## config.mk

```make
export PLATFORM = sky130hd
export DESIGN_NAME = dual_goal_angle_frame_parser_unit
export DESIGN_NICKNAME = d
export VERILOG_FILES = /design/src/rtl/dgafp_pkg.sv /design/src/rtl/dgafp_front.sv /design/src/rtl/dgafp_queue.sv /design/src/rtl/dgafp_back.sv /design/src/rtl/dual_goal_angle_frame_parser_unit.sv
export SDC_FILE = /design/constraint.sdc
export NUM_CORES = 1
export LEC_CHECK = 0
export BUFFER_PORTS_ARGS = -buffer_cell sky130_fd_sc_hd__buf_2
export CORE_AREA = 2 2 150 152
export DETAILED_ROUTE_END_ITERATION = 10
export DIE_AREA = 0 0 152 154
export GPL_TIMING_DRIVEN = 0
export PLACE_DENSITY = 0.83
export SYNTH_ARGS = -nofsm -noshare
export SYNTH_HDL_FRONTEND = slang
export SYNTH_HIERARCHICAL = 1
export SYNTH_SLANG_ARGS = --single-unit
```

## constraint.sdc

```tcl
create_clock -name aclk -period 20.4 [get_ports aclk]
set_clock_uncertainty 0.05 [all_clocks]
set_input_delay 2.04 -clock aclk [delete_from_list [all_inputs] [get_ports aclk]]
set_output_delay 2.04 -clock aclk [all_outputs]
set_load 0.05 [all_outputs]
```

## src/rtl/dgafp_pkg.sv

```systemverilog
`timescale 1ns / 1ps

package dgafp_pkg;

    localparam int VALUE_WIDTH_DEF = 16;
    localparam int FIELD_W         = 16;
    localparam int CFG_DATA_W      = 32;
    localparam int CFG_ADDR_W      = 3;
    localparam int QUEUE_DEPTH     = 2;

    localparam logic [7:0] CH_Y_START = 8'h59;
    localparam logic [7:0] CH_B_START = 8'h42;
    localparam logic [7:0] CH_Y_END   = 8'h79;
    localparam logic [7:0] CH_B_END   = 8'h62;
    localparam logic [7:0] CH_MINUS   = 8'h2d;
    localparam logic [7:0] CH_ZERO    = 8'h30;
    localparam logic [7:0] CH_NINE    = 8'h39;

    localparam logic signed [FIELD_W-1:0] NO_GOAL_RESET = -16'sd74;

    typedef enum logic {
        REG_ATTACK_YELLOW = 1'b0,
        REG_NO_GOAL_CODE  = 1'b1
    } cfg_reg_t;

    typedef enum logic {
        COLOUR_YELLOW = 1'b0,
        COLOUR_BLUE   = 1'b1
    } colour_t;

    typedef struct packed {
        logic       y_start;
        logic       b_start;
        logic       y_end;
        logic       b_end;
        logic       minus;
        logic       digit_en;
        logic [3:0] digit;
    } byte_class_t;

    function automatic byte_class_t classify(input logic [7:0] b);
        byte_class_t c;
        logic [7:0]  d;
        d          = b - CH_ZERO;
        c.y_start  = (b == CH_Y_START);
        c.b_start  = (b == CH_B_START);
        c.y_end    = (b == CH_Y_END);
        c.b_end    = (b == CH_B_END);
        c.minus    = (b == CH_MINUS);
        c.digit_en = (b >= CH_ZERO) && (b <= CH_NINE);
        c.digit    = d[3:0];
        return c;
    endfunction

endpackage

```

## src/rtl/dgafp_front.sv

```systemverilog
`timescale 1ns / 1ps

module dgafp_front (
    input  logic                     aclk,
    input  logic                     aresetn,
    input  logic                     s_valid,
    output logic                     s_ready,
    input  logic [7:0]               s_rx_byte,
    output logic                     f_valid,
    input  logic                     f_ready,
    output dgafp_pkg::byte_class_t   f_item
);

    logic                   valid_reg, valid_next;
    dgafp_pkg::byte_class_t item_reg, item_next;

    assign s_ready = !valid_reg || f_ready;
    assign f_valid = valid_reg;
    assign f_item  = item_reg;

    always_comb begin
        valid_next = valid_reg;
        item_next  = item_reg;
        if (s_ready) begin
            valid_next = s_valid;
            if (s_valid) begin
                item_next = dgafp_pkg::classify(s_rx_byte);
            end
        end
    end

    always_ff @(posedge aclk) begin
        if (!aresetn) begin
            valid_reg <= 1'b0;
        end else begin
            valid_reg <= valid_next;
        end
    end

    always_ff @(posedge aclk) begin
        item_reg <= item_next;
    end

endmodule

```

## src/rtl/dgafp_queue.sv

```systemverilog
`timescale 1ns / 1ps

module dgafp_queue (
    input  logic                     aclk,
    input  logic                     aresetn,
    input  logic                     push_valid,
    output logic                     push_ready,
    input  dgafp_pkg::byte_class_t   push_item,
    output logic                     pop_valid,
    input  logic                     pop_ready,
    output dgafp_pkg::byte_class_t   pop_item
);

    localparam int PTR_W = (dgafp_pkg::QUEUE_DEPTH > 1) ? $clog2(dgafp_pkg::QUEUE_DEPTH) : 1;
    localparam int CNT_W = $clog2(dgafp_pkg::QUEUE_DEPTH + 1);
    localparam logic [PTR_W-1:0] PTR_LAST = PTR_W'(dgafp_pkg::QUEUE_DEPTH - 1);
    localparam logic [CNT_W-1:0] CNT_FULL = CNT_W'(dgafp_pkg::QUEUE_DEPTH);

    dgafp_pkg::byte_class_t mem [dgafp_pkg::QUEUE_DEPTH];

    logic [PTR_W-1:0] wr_ptr_reg, wr_ptr_next;
    logic [PTR_W-1:0] rd_ptr_reg, rd_ptr_next;
    logic [CNT_W-1:0] count_reg, count_next;
    logic             push, pop;

    assign push_ready = (count_reg != CNT_FULL);
    assign pop_valid  = (count_reg != '0);
    assign pop_item   = mem[rd_ptr_reg];
    assign push       = push_valid && push_ready;
    assign pop        = pop_valid && pop_ready;

    always_comb begin
        wr_ptr_next = wr_ptr_reg;
        rd_ptr_next = rd_ptr_reg;
        count_next  = count_reg;
        if (push) begin
            wr_ptr_next = (wr_ptr_reg == PTR_LAST) ? '0 : wr_ptr_reg + 1'b1;
        end
        if (pop) begin
            rd_ptr_next = (rd_ptr_reg == PTR_LAST) ? '0 : rd_ptr_reg + 1'b1;
        end
        if (push && !pop) begin
            count_next = count_reg + 1'b1;
        end else if (pop && !push) begin
            count_next = count_reg - 1'b1;
        end
    end

    always_ff @(posedge aclk) begin
        if (!aresetn) begin
            wr_ptr_reg <= '0;
            rd_ptr_reg <= '0;
            count_reg  <= '0;
        end else begin
            wr_ptr_reg <= wr_ptr_next;
            rd_ptr_reg <= rd_ptr_next;
            count_reg  <= count_next;
        end
    end

    always_ff @(posedge aclk) begin
        if (push) begin
            mem[wr_ptr_reg] <= push_item;
        end
    end

endmodule

```

## src/rtl/dgafp_back.sv

```systemverilog
`timescale 1ns / 1ps

module dgafp_back #(
    parameter int VALUE_WIDTH = dgafp_pkg::VALUE_WIDTH_DEF
) (
    input  logic                                   aclk,
    input  logic                                   aresetn,
    input  logic                                   cfg_attack_yellow,
    input  logic signed [dgafp_pkg::FIELD_W-1:0]   cfg_no_goal_code,
    input  logic                                   q_valid,
    output logic                                   q_ready,
    input  dgafp_pkg::byte_class_t                 q_item,
    output logic                                   m_valid,
    input  logic                                   m_ready,
    output logic                                   m_frame_colour,
    output logic signed [dgafp_pkg::FIELD_W-1:0]   m_raw_value,
    output logic signed [dgafp_pkg::FIELD_W-1:0]   m_held_yellow,
    output logic signed [dgafp_pkg::FIELD_W-1:0]   m_held_blue,
    output logic                                   m_pair_ready,
    output logic signed [dgafp_pkg::FIELD_W-1:0]   m_attack_angle,
    output logic signed [dgafp_pkg::FIELD_W-1:0]   m_defense_angle
);

    localparam int FW    = dgafp_pkg::FIELD_W;
    localparam int ACC_W = VALUE_WIDTH - 1;
    localparam int SUM_W = ACC_W + 4;
    localparam int CMP_W = (VALUE_WIDTH > FW) ? VALUE_WIDTH : FW;
    localparam logic [SUM_W-1:0] ACC_MAX = SUM_W'({ACC_W{1'b1}});

    function automatic logic [ACC_W-1:0] add_digit(input logic [ACC_W-1:0] acc,
                                                   input logic [3:0] digit);
        logic [SUM_W-1:0] sum;
        sum = SUM_W'(acc) * SUM_W'(10) + SUM_W'(digit);
        return (sum > ACC_MAX) ? ACC_MAX[ACC_W-1:0] : sum[ACC_W-1:0];
    endfunction

    function automatic logic signed [FW-1:0] to_field(input logic signed [VALUE_WIDTH-1:0] v);
        logic signed [CMP_W-1:0] w;
        w = CMP_W'(v);
        return w[FW-1:0];
    endfunction

    // parser state
    logic                          y_started_reg, y_started_next;
    logic                          y_ended_reg, y_ended_next;
    logic                          y_minus_reg, y_minus_next;
    logic [ACC_W-1:0]              y_acc_reg, y_acc_next;
    logic                          b_started_reg, b_started_next;
    logic                          b_ended_reg, b_ended_next;
    logic                          b_minus_reg, b_minus_next;
    logic [ACC_W-1:0]              b_acc_reg, b_acc_next;
    logic signed [VALUE_WIDTH-1:0] last_y_reg, last_y_next;
    logic signed [VALUE_WIDTH-1:0] last_b_reg, last_b_next;
    logic [1:0]                    frames_reg, frames_next;

    // result register
    logic                 out_valid_reg, out_valid_next;
    logic                 out_colour_reg, out_colour_next;
    logic signed [FW-1:0] out_raw_reg, out_raw_next;
    logic signed [FW-1:0] out_held_y_reg, out_held_y_next;
    logic signed [FW-1:0] out_held_b_reg, out_held_b_next;
    logic                 out_pair_reg, out_pair_next;
    logic signed [FW-1:0] out_atk_reg, out_atk_next;
    logic signed [FW-1:0] out_def_reg, out_def_next;

    logic                          take;
    logic                          ys, ye, bs, be, y_feed, b_feed;
    logic [ACC_W-1:0]              y_acc_fed, b_acc_fed, sel_acc;
    logic                          y_minus_fed, b_minus_fed, sel_minus;
    logic                          y_close, b_close, closed, pair;
    logic signed [VALUE_WIDTH-1:0] acc_val, raw;
    logic                          raw_is_no_goal;
    logic signed [VALUE_WIDTH-1:0] last_y_new, last_b_new, atk, dfd;
    logic [1:0]                    frames_inc;

    assign q_ready = !out_valid_reg || m_ready;
    assign take    = q_valid && q_ready;

    always_comb begin
        ys     = y_started_reg | q_item.y_start;
        ye     = y_ended_reg | q_item.y_end;
        bs     = b_started_reg | q_item.b_start;
        be     = b_ended_reg | q_item.b_end;
        y_feed = ys && !ye;
        b_feed = bs && !be;

        y_acc_fed   = (y_feed && q_item.digit_en) ? add_digit(y_acc_reg, q_item.digit) : y_acc_reg;
        b_acc_fed   = (b_feed && q_item.digit_en) ? add_digit(b_acc_reg, q_item.digit) : b_acc_reg;
        y_minus_fed = y_minus_reg | (y_feed && q_item.minus);
        b_minus_fed = b_minus_reg | (b_feed && q_item.minus);

        y_close = ys && ye;
        b_close = !y_close && bs && be;
        closed  = y_close || b_close;

        sel_acc   = y_close ? y_acc_fed : b_acc_fed;
        sel_minus = y_close ? y_minus_fed : b_minus_fed;
        acc_val   = signed'({1'b0, sel_acc});
        raw       = sel_minus ? -acc_val : acc_val;

        raw_is_no_goal = (CMP_W'(raw) == CMP_W'(cfg_no_goal_code));
        last_y_new     = (y_close && !raw_is_no_goal) ? raw : last_y_reg;
        last_b_new     = (b_close && !raw_is_no_goal) ? raw : last_b_reg;

        frames_inc = frames_reg + 2'd1;
        pair       = closed && frames_inc[1];
        atk        = '0;
        dfd        = '0;
        if (pair) begin
            atk = cfg_attack_yellow ? last_y_new : last_b_new;
            dfd = cfg_attack_yellow ? -last_b_new : -last_y_new;
        end
    end

    always_comb begin
        y_started_next = y_started_reg;
        y_ended_next   = y_ended_reg;
        y_minus_next   = y_minus_reg;
        y_acc_next     = y_acc_reg;
        b_started_next = b_started_reg;
        b_ended_next   = b_ended_reg;
        b_minus_next   = b_minus_reg;
        b_acc_next     = b_acc_reg;
        last_y_next    = last_y_reg;
        last_b_next    = last_b_reg;
        frames_next    = frames_reg;

        out_valid_next  = out_valid_reg;
        out_colour_next = out_colour_reg;
        out_raw_next    = out_raw_reg;
        out_held_y_next = out_held_y_reg;
        out_held_b_next = out_held_b_reg;
        out_pair_next   = out_pair_reg;
        out_atk_next    = out_atk_reg;
        out_def_next    = out_def_reg;

        if (m_ready) begin
            out_valid_next = 1'b0;
        end

        if (take) begin
            if (y_close) begin
                y_started_next = 1'b0;
                y_ended_next   = 1'b0;
                y_minus_next   = 1'b0;
                y_acc_next     = '0;
            end else begin
                y_started_next = ys;
                y_ended_next   = ye;
                y_minus_next   = y_minus_fed;
                y_acc_next     = y_acc_fed;
            end
            if (b_close) begin
                b_started_next = 1'b0;
                b_ended_next   = 1'b0;
                b_minus_next   = 1'b0;
                b_acc_next     = '0;
            end else begin
                b_started_next = bs;
                b_ended_next   = be;
                b_minus_next   = b_minus_fed;
                b_acc_next     = b_acc_fed;
            end
            last_y_next = last_y_new;
            last_b_next = last_b_new;

            if (closed) begin
                frames_next     = pair ? 2'd0 : frames_inc;
                out_valid_next  = 1'b1;
                out_colour_next = b_close ? dgafp_pkg::COLOUR_BLUE : dgafp_pkg::COLOUR_YELLOW;
                out_raw_next    = to_field(raw);
                out_held_y_next = to_field(last_y_new);
                out_held_b_next = to_field(last_b_new);
                out_pair_next   = pair;
                out_atk_next    = to_field(atk);
                out_def_next    = to_field(dfd);
            end
        end
    end

    always_ff @(posedge aclk) begin
        if (!aresetn) begin
            y_started_reg <= 1'b0;
            y_ended_reg   <= 1'b0;
            y_minus_reg   <= 1'b0;
            y_acc_reg     <= '0;
            b_started_reg <= 1'b0;
            b_ended_reg   <= 1'b0;
            b_minus_reg   <= 1'b0;
            b_acc_reg     <= '0;
            last_y_reg    <= '0;
            last_b_reg    <= '0;
            frames_reg    <= '0;
            out_valid_reg <= 1'b0;
        end else begin
            y_started_reg <= y_started_next;
            y_ended_reg   <= y_ended_next;
            y_minus_reg   <= y_minus_next;
            y_acc_reg     <= y_acc_next;
            b_started_reg <= b_started_next;
            b_ended_reg   <= b_ended_next;
            b_minus_reg   <= b_minus_next;
            b_acc_reg     <= b_acc_next;
            last_y_reg    <= last_y_next;
            last_b_reg    <= last_b_next;
            frames_reg    <= frames_next;
            out_valid_reg <= out_valid_next;
        end
    end

    always_ff @(posedge aclk) begin
        out_colour_reg <= out_colour_next;
        out_raw_reg    <= out_raw_next;
        out_held_y_reg <= out_held_y_next;
        out_held_b_reg <= out_held_b_next;
        out_pair_reg   <= out_pair_next;
        out_atk_reg    <= out_atk_next;
        out_def_reg    <= out_def_next;
    end

    assign m_valid         = out_valid_reg;
    assign m_frame_colour  = out_colour_reg;
    assign m_raw_value     = out_raw_reg;
    assign m_held_yellow   = out_held_y_reg;
    assign m_held_blue     = out_held_b_reg;
    assign m_pair_ready    = out_pair_reg;
    assign m_attack_angle  = out_atk_reg;
    assign m_defense_angle = out_def_reg;

endmodule

```

## src/rtl/dual_goal_angle_frame_parser_unit.sv

```systemverilog
`timescale 1ns / 1ps

// Parses the camera byte stream into yellow ('Y'..'y') and blue ('B'..'b') goal angles,
// one byte per cycle sustained with no bubbles while the result output is not stalled.
// A byte passes a classify register, a two-beat queue and the parser stage, whose
// combinational saturating multiply-by-ten accumulate sets the one-byte-per-cycle rate;
// a closing letter's result beat is registered. Every closed frame gives one result
// beat, and every second one also carries the attack and defense angles (pair_ready).
// Registers: attack_yellow at byte address 0, no_goal_code at byte address 4.
module dual_goal_angle_frame_parser_unit #(
    parameter int VALUE_WIDTH = dgafp_pkg::VALUE_WIDTH_DEF
) (
    input  logic                                     aclk,
    input  logic                                     aresetn,
    input  logic                                     psel,
    input  logic                                     penable,
    input  logic                                     pwrite,
    input  logic [dgafp_pkg::CFG_ADDR_W-1:0]         paddr,
    input  logic [dgafp_pkg::CFG_DATA_W-1:0]         pwdata,
    output logic [dgafp_pkg::CFG_DATA_W-1:0]         prdata,
    output logic                                     pready,
    input  logic                                     s_valid,
    output logic                                     s_ready,
    input  logic [7:0]                               s_rx_byte,
    output logic                                     m_valid,
    input  logic                                     m_ready,
    output logic                                     m_frame_colour,
    output logic signed [dgafp_pkg::FIELD_W-1:0]     m_raw_value,
    output logic signed [dgafp_pkg::FIELD_W-1:0]     m_held_yellow,
    output logic signed [dgafp_pkg::FIELD_W-1:0]     m_held_blue,
    output logic                                     m_pair_ready,
    output logic signed [dgafp_pkg::FIELD_W-1:0]     m_attack_angle,
    output logic signed [dgafp_pkg::FIELD_W-1:0]     m_defense_angle
);

    localparam int FW = dgafp_pkg::FIELD_W;
    localparam int DW = dgafp_pkg::CFG_DATA_W;

    logic                 attack_yellow_reg, attack_yellow_next;
    logic signed [FW-1:0] no_goal_reg, no_goal_next;
    dgafp_pkg::cfg_reg_t  reg_sel;
    logic                 cfg_write;

    logic                   f_valid, f_ready;
    dgafp_pkg::byte_class_t f_item;
    logic                   q_valid, q_ready;
    dgafp_pkg::byte_class_t q_item;
    logic                   q_pop;

    // config port
    assign pready    = 1'b1;
    assign reg_sel   = dgafp_pkg::cfg_reg_t'(paddr[2]);
    assign cfg_write = psel && penable && pwrite && pready;

    always_comb begin
        unique case (reg_sel)
            dgafp_pkg::REG_ATTACK_YELLOW: prdata = DW'(attack_yellow_reg);
            dgafp_pkg::REG_NO_GOAL_CODE:  prdata = DW'(no_goal_reg);
            default:                      prdata = '0;
        endcase
    end

    always_comb begin
        attack_yellow_next = attack_yellow_reg;
        no_goal_next       = no_goal_reg;
        if (cfg_write) begin
            unique case (reg_sel)
                dgafp_pkg::REG_ATTACK_YELLOW: attack_yellow_next = pwdata[0];
                dgafp_pkg::REG_NO_GOAL_CODE:  no_goal_next = signed'(pwdata[FW-1:0]);
                default: begin
                end
            endcase
        end
    end

    always_ff @(posedge aclk) begin
        if (!aresetn) begin
            attack_yellow_reg <= 1'b1;
            no_goal_reg       <= dgafp_pkg::NO_GOAL_RESET;
        end else begin
            attack_yellow_reg <= attack_yellow_next;
            no_goal_reg       <= no_goal_next;
        end
    end

    dgafp_front u_front (
        .aclk      (aclk),
        .aresetn   (aresetn),
        .s_valid   (s_valid),
        .s_ready   (s_ready),
        .s_rx_byte (s_rx_byte),
        .f_valid   (f_valid),
        .f_ready   (f_ready),
        .f_item    (f_item)
    );

    dgafp_queue u_queue (
        .aclk       (aclk),
        .aresetn    (aresetn),
        .push_valid (f_valid),
        .push_ready (f_ready),
        .push_item  (f_item),
        .pop_valid  (q_valid),
        .pop_ready  (q_ready),
        .pop_item   (q_item)
    );

    dgafp_back #(
        .VALUE_WIDTH (VALUE_WIDTH)
    ) u_back (
        .aclk              (aclk),
        .aresetn           (aresetn),
        .cfg_attack_yellow (attack_yellow_reg),
        .cfg_no_goal_code  (no_goal_reg),
        .q_valid           (q_valid),
        .q_ready           (q_ready),
        .q_item            (q_item),
        .m_valid           (m_valid),
        .m_ready           (m_ready),
        .m_frame_colour    (m_frame_colour),
        .m_raw_value       (m_raw_value),
        .m_held_yellow     (m_held_yellow),
        .m_held_blue       (m_held_blue),
        .m_pair_ready      (m_pair_ready),
        .m_attack_angle    (m_attack_angle),
        .m_defense_angle   (m_defense_angle)
    );

    assign q_pop = q_valid && q_ready;

`ifndef SYNTHESIS
    // a stalled result beat blocks the parser
    assert property (@(posedge aclk) disable iff (!aresetn)
        m_valid && !m_ready |-> !q_pop)
        else $error("parser advanced while result beat stalled");

    // an accepted byte lands in the classify register
    assert property (@(posedge aclk) disable iff (!aresetn)
        s_valid && s_ready |=> f_valid)
        else $error("accepted byte lost at front");

    // angles are zero unless a pair completes
    assert property (@(posedge aclk) disable iff (!aresetn)
        m_valid && !m_pair_ready |-> m_attack_angle == '0 && m_defense_angle == '0)
        else $error("angles reported without pair");
`endif

endmodule
```

==> impl_metrics.csv, run 1 <==
group,metric,value,unit
outcome,outcome,"completed",
timing,clock.fmax,111,MHz
worst_setup_path,worstPathRequired,20.59,ns
detailed_routing,drc,0,
worst_setup_path,r2r_slack,11.36,ns
timing,rsz0062_at_grt,"false",
grt,grtUsageTotal,31.8,%
detailed_routing,drt_pass1_iterations,5,
finish,final_cell_mix,"nor2_1, buf_2, edfxtp_1",
synthesis,yosys-top-cells-area,"edfxtp_1, dfxtp_1, ha_1",
finish,final_nets,1651,
grt,grt_max_degree,55,
timing,hold-worst-slack,0.391,ns
cts,cts_root_buf,"clkbuf_16",
worst_hold_path,min_from,"u_front/f_item[4]",
detailed_routing,ant_nets,0,
job,drv_cap,0,
worst_setup_path,critPathLaunch,"u_back/b_acc_reg[1]",
power_and_ir_drop,peakVddDrop,0.000101,V
synthesis,syn-mean-instance-area,9.72,um^2
finish,largest_reg_flops,20,
worst_setup_path,arrival,9.23,ns
power_and_ir_drop,p_leak,6.22,nW
die,start_util,61.1,%
finish,max_flop_register,"u_queue/mem",
synthesis,yosysUniqueCellTypes,115,
worst_setup_path,critPathMaxStageDelay,0.57,ns
synthesis,synth_cells,1364,
worst_setup_path,cp_slowest_cell,"or4_1",
placed_design,pre_cts_slack,11.60,ns
placed_design,place_area,14400,um^2
placed_design,place_hpwl,29000,um
detailed_routing,vias_per_cell,6.29,
worst_setup_path,critPathMostFrequentCell,"ha_1",
cts,cts_tree,"yes",
die,dieHeight,154,um
finish,drive_gt1_share,20.5,%
detailed_routing,wl,38100,um
die,die_area,23400,um^2
cts,holdBufCountCts,0,
die,coreArea,21700,um^2
finish,area_growth,13.8,%
placed_design,dp_cells,1792,
worst_setup_path,start_kind,"register",
cts,numClockSinks,206,
synthesis,syn_area,13300,um^2
synthesis,synth-seq-cells,206,
worst_setup_path,criticalPathCategory,"reg -> reg",
worst_setup_path,reg2reg_from,"u_back/b_acc_reg[1]",
timing,finalSetupViolCount,0,
cts,h-tree-depth,1,
grt,antenna_found_initial,0,
timing,finalWorstSetupSlack,11.36,ns
placed_design,gp_congestion,1.00,
worst_setup_path,ff2ff_path_depth,30,
power_and_ir_drop,power_density,180,nW/um^2
timing,finalCriticalPeriod,9.04,ns
die,rows,54,
timing,worst_pin_slew,1.15,ns
synthesis,synth_ff_type,"edfxtp_1",
worst_hold_path,hold_depth,0,
cts,ctsResizeCount,0,
cts,cts.reportedPaths.clkPinSlew,0.06,ns
detailed_routing,routedWlPerCell,20.8,um
worst_setup_path,reg2reg_to,"u_back/m_defense_angle[12]",
finish,final_common_cell,"nor2_1",
synthesis,yosys.area.top_type,"edfxtp_1",
synthesis,async_reset_ff_share,0,%
grt,grt_pass1_vias,11400,
timing,slew_violations,0,
grt,grt_pass1_wl,60200,um
finish,diodes,0,
timing,final-hold-violation-count,0,
die,ios,167,
detailed_routing,vias,11500,
placed_design,io_buffers,147,
cts,cts.path.max_buffers,3,
worst_setup_path,end_kind,"register",
synthesis,synth_warnings,6,
worst_hold_path,worst_hold_path_type,"reg -> reg",
timing,post-route-period-util,44.3,%
timing,setup_tns,0,ns
finish,final_cells,1830,
detailed_routing,drtIter0Drc,981,
synthesis,synth.net_count,1480,
synthesis,synth_top_area_share,25.4,%
worst_setup_path,cp_max_fo,10,
timing,slew_headroom,23.0,%
synthesis,synth-edff-count,112,
cts,postCtsSetupBuffers,0,
finish,fin_area,15100,um^2
cts,numCtsBuffers,21,
finish,fill_cells,1680,
cts,clk_latency,0.52,ns
die,die_w,152,um
grt,grt-ovfl-total,0,
synthesis,seq_area_frac_synth,39.6,%
worst_hold_path,min_to,"u_queue/mem[1][4]",
## synth_stat cells, drive strengths merged (4+ instances only)
library cell	n
buf	33
o2111ai	6
nand3b	7
inv	40
clkbuf	47
edfxtp	112
nor3b	4
mux2	28
a211oi	35
nor3	37
o211ai	6
and2	24
a211o	5
xor2	29
nand2	88
o21ai	71
a2bb2oi	4
nor2b	36
nand4	13
nor2	156
xnor2	57
o21bai	5
nor4b	5
o22ai	7
dfxtp	94
o31ai	7
fa	4
or4	5
a21o	9
and3	9
o21a	10
nor4	11
or2	11
o41ai	4
or3	12
a21oi	103
ha	62
a31oi	10
o221a	18
mux2i	51
nand4b	7
nand3	20
nand2b	11
## critical path, delay by kind of cell, from the launching register on
kind	cells	cell delay, ns
DFF	1	0.46
adders and majority gates	5	1.65
buffers and inverters	4	0.64
xor gates and xnor gates	3	1.12
AOI/OAI and AO/OA	7	1.77
and+or+nand+nor	9	2.53
muxes	2	0.54
## where the power goes
group	switching (W)	total (W)	internal [W]	leakage [nW]
Clock	0.000165	0.000400	0.000236	0.344
Sequential	0.0000592	0.000643	0.000584	1.83
Combinational	0.00115	0.00167	0.000525	4.05
Total	0.00137	0.00272	0.00134	6.22
## kinds of logic (layout without fill, tap and decap cells)
family	Yosys count	in the layout	synth area share, %
and+or+nand+nor	470	470	18.7
AOI/OAI and AO/OA	332	332	17.8
DFF	206	206	39.6
buffers and inverters	121	307	4.54
xor gates and xnor gates	89	89	6.48
muxes	79	79	6.41
adders and majority gates	66	66	6.45
other	1	1	0.0283
## routing by layer
layer  global-route usage [%]  vias up  share of wire, %
li1                         -     5345                 -
met1                     39.2     5410                39
met2                     55.2      597                48
met3                     5.64      150               8.5
met4                     13.6        0               4.6
met5                        0        -                 0
## final cells by class
cell class                      count  area (um^2)  area share, %
Buffer                             80          448           2.97
Clock buffer                       27          568           3.77
Clock inverter                     11          141          0.937
Inverter                           41          156           1.04
Multi-Input combinational cell   1037         7410           49.1
Sequential cell                   206         5250           34.8
Tap cell                          280          350           2.32
Timing Repair Buffer              148          763           5.06
## how the worst max path moves through the flow
stage / end / slack, ns / cells past startpoint
2_1_floorplan: u_back/m_defense_angle[14] / 12.99 / 28
3_3_place_gp: u_back/m_defense_angle[12] / 11.71 / 30
3_5_place_dp: u_back/m_defense_angle[8] / 11.60 / 29
4_1_cts: u_back/m_defense_angle[12] / 11.52 / 30
5_1_grt: u_back/m_defense_angle[12] / 10.94 / 29
6_report: u_back/m_defense_angle[12] / 11.36 / 30
## stage by stage
stage	utilization (%)	power (W)
detailed placement	66.3	0.00227
global route	69.6	0.00285
CTS	69.6	0.00268
finish	69.6	0.00272
floorplan	-	0.00186
global placement	66.1	0.00224
(Power assumes the default switching activity.)
==> run 2, diff against run 1 <==
- ABC_AREA: default -> 1
- CORE_AREA: 2 2 150 152 -> 2 2 158 160
- DIE_AREA: 0 0 152 154 -> 0 0 160 162
- PLACE_DENSITY: 0.83 -> 0.81
- clock period: 20.4 -> 8.7 ns (I/O delays scaled with it)
==> run 2 against run 1 <==
Against the previous run: non-clock buffer count is 2 higher; synthesized area rose by 7.8%; core utilization decreased by 2.4 points; sequential share of layout area down 2.4 points; clock power grew 140%; maximum frequency is 30% higher; cell area grew 7.4%; flip-flop and latch count did not move; global-route usage down 1.2 points.
==> impl_metrics.csv, run 2 <==
group,metric,value,unit
cts,cts.reportedPaths.clkPinSlew,0.06,ns
worst_setup_path,start_kind,"register",
synthesis,synth_ff_type,"edfxtp_1",
timing,clock.fmax,144,MHz
worst_setup_path,cp_max_fo,10,
placed_design,pre_cts_slack,1.92,ns
synthesis,synth.net_count,2133,
detailed_routing,vias_per_cell,5.59,
cts,cts_tree,"yes",
synthesis,yosys-top-cells-area,"edfxtp_1, nand2_1, dfxtp_1",
worst_hold_path,hold_depth,0,
worst_hold_path,worst_hold_path_type,"reg -> reg",
grt,grt_pass1_vias,12700,
placed_design,dp_cells,2489,
power_and_ir_drop,peakVddDrop,0.000260,V
synthesis,synth_warnings,6,
synthesis,synth_cells,2017,
synthesis,syn_area,14300,um^2
cts,numClockSinks,206,
finish,area_growth,13.3,%
timing,finalWorstSetupSlack,1.76,ns
worst_hold_path,min_from,"u_front/f_item[1]",
die,die_area,25900,um^2
cts,h-tree-depth,1,
worst_setup_path,criticalPathCategory,"reg -> reg",
detailed_routing,drt_pass1_iterations,5,
grt,grt_pass1_wl,64100,um
timing,rsz0062_at_grt,"false",
synthesis,ys_top_cells_by_count,"nand2_1, nand3_1, inv_1",
timing,slew_headroom,38.6,%
detailed_routing,wl,40600,um
worst_setup_path,reg2reg_from,"u_back/y_acc_reg[1]",
cts,cts.path.max_buffers,3,
die,die_w,160,um
die,rows,57,
finish,final_cell_mix,"nand2_1, nand3_1, inv_1",
die,coreArea,24100,um^2
grt,grt-ovfl-total,0,
timing,worst_pin_slew,0.921,ns
detailed_routing,drtIter0Drc,1404,
finish,largest_reg_flops,20,
worst_setup_path,worstPathRequired,8.88,ns
job,drv_cap,0,
grt,grt_max_degree,83,
worst_setup_path,critPathMostFrequentCell,"nand2_1",
finish,fin_area,16200,um^2
synthesis,synth-seq-cells,206,
timing,finalCriticalPeriod,6.94,ns
worst_setup_path,critPathMaxStageDelay,0.48,ns
synthesis,yosys.area.top_type,"edfxtp_1",
cts,ctsResizeCount,0,
finish,final_nets,2304,
synthesis,async_reset_ff_share,0,%
cts,clk_latency,0.52,ns
placed_design,place_hpwl,31800,um
synthesis,syn-mean-instance-area,7.09,um^2
grt,grtUsageTotal,30.6,%
finish,drive_gt1_share,17.2,%
placed_design,io_buffers,147,
synthesis,synth-edff-count,112,
outcome,outcome,"completed",
synthesis,seq_area_frac_synth,36.7,%
finish,final_common_cell,"nand2_1",
synthesis,synth_top_area_share,23.5,%
worst_hold_path,min_to,"u_queue/mem[1][1]",
finish,max_flop_register,"u_queue/mem",
power_and_ir_drop,power_density,403,nW/um^2
timing,post-route-period-util,79.8,%
finish,final_cells,2527,
worst_setup_path,ff2ff_path_depth,44,
cts,numCtsBuffers,21,
timing,setup_tns,0,ns
detailed_routing,ant_nets,0,
detailed_routing,drc,0,
timing,slew_violations,0,
cts,holdBufCountCts,0,
timing,finalSetupViolCount,0,
placed_design,gp_congestion,0.998,
die,dieHeight,162,um
power_and_ir_drop,p_leak,8.22,nW
cts,cts_root_buf,"clkbuf_16",
grt,antenna_found_initial,0,
detailed_routing,routedWlPerCell,16.0,um
timing,final-hold-violation-count,0,
synthesis,yosysMostFrequentCell,"nand2_1",
finish,diodes,0,
worst_setup_path,reg2reg_to,"u_back/m_defense_angle[12]",
cts,postCtsSetupBuffers,0,
placed_design,place_area,15500,um^2
worst_setup_path,arrival,7.12,ns
worst_setup_path,end_kind,"register",
die,ios,167,
worst_setup_path,r2r_slack,1.76,ns
die,start_util,59.3,%
synthesis,yosysUniqueCellTypes,50,
worst_setup_path,cp_slowest_cell,"fa_1",
detailed_routing,vias,14100,
run 2: cell count changes after synthesis, moves of 30 or more:
cell,before,now
a211oi_1,34,1
inv_1,38,242
nand2_1,86,591
nand3_1,19,257
xnor2_1,54,2
mux2i_1,48,0
nor2b_1,36,0
nand2_2,2,32
nor3_1,36,2
run 2: kinds of logic after synthesis:
| logic type | count (synthesis) | synth area share, % |
|---|---|---|
| AND/OR/NAND/NOR | 1139 | 36.3 |
| buffers and inverters | 343 | 10.3 |
| XOR/XNOR | 16 | 1.03 |
| multiplexers | 10 | 0.788 |
| other | 1 | 0.0262 |
| flip-flops | 206 | 36.7 |
| adder cells (fa/ha/maj) | 66 | 5.99 |
| AO/OA/AOI/OAI | 236 | 8.88 |
run 2: per-layer routing:
metal  GRT usage (%)  up-vias  wire (um)
met1            41.3     6409      17000
met3            4.06      127       3610
met5               0        -          0
li1                -     6902          -
met2            50.5      685      18300
met4            11.8        0       1610
run 2: critical path, delay by kind of cell (launching register included):
kind | cells | cell delay (ns)
flip-flops | 1 | 0.43
AND/OR/NAND/NOR | 34 | 3.88
adder cells (fa/ha/maj) | 5 | 1.53
buffers and inverters | 2 | 0.33
AO/OA/AOI/OAI | 3 | 0.40
run 2: how the worst max path moves through the flow:
stage | start | end | slack [ns]
finish | u_back/y_acc_reg[1] | u_back/m_defense_angle[12] | 1.76
global route | u_back/b_acc_reg[1] | u_back/m_defense_angle[12] | 1.14
CTS | u_back/y_acc_reg[1] | u_back/m_defense_angle[12] | 1.90
detailed placement | u_back/b_acc_reg[3] | u_back/m_defense_angle[12] | 1.92
global placement | u_back/b_acc_reg[1] | u_back/m_defense_angle[12] | 2.05
floorplan | u_back/y_acc_reg[1] | u_back/m_defense_angle[14] | 3.10
run 2: cell type report:
type	instances	area, um^2
fill	2185	7910
multi-input combinational	1468	7570
sequential	206	5250
inverter	261	983
timing repair buffer	148	763
clock buffer	25	551
buffer	82	497
tap	324	405
clock inverter	13	183
run 2: metrics by stage:
| step | utilization [%] | hold WS, ns | power (W) |
|---|---|---|---|
| 4_1_cts | 67.2 | 0.394 | 0.00644 |
| 2_1_floorplan | - | 0.371 | 0.00446 |
| 3_5_place_dp | 64.2 | 0.380 | 0.00547 |
| 6_report | 67.2 | 0.393 | 0.00653 |
| 3_3_place_gp | 64.0 | 0.373 | 0.00541 |
| 5_1_grt | 67.2 | 0.402 | 0.00691 |
run 2: report_power, final:
part,total (W),internal [W],switching [W]
clock,0.000959,0.000575,0.000383
combinational,0.00401,0.00101,0.00300
sequential,0.00155,0.00143,0.000120
total,0.00653,0.00302,0.00351
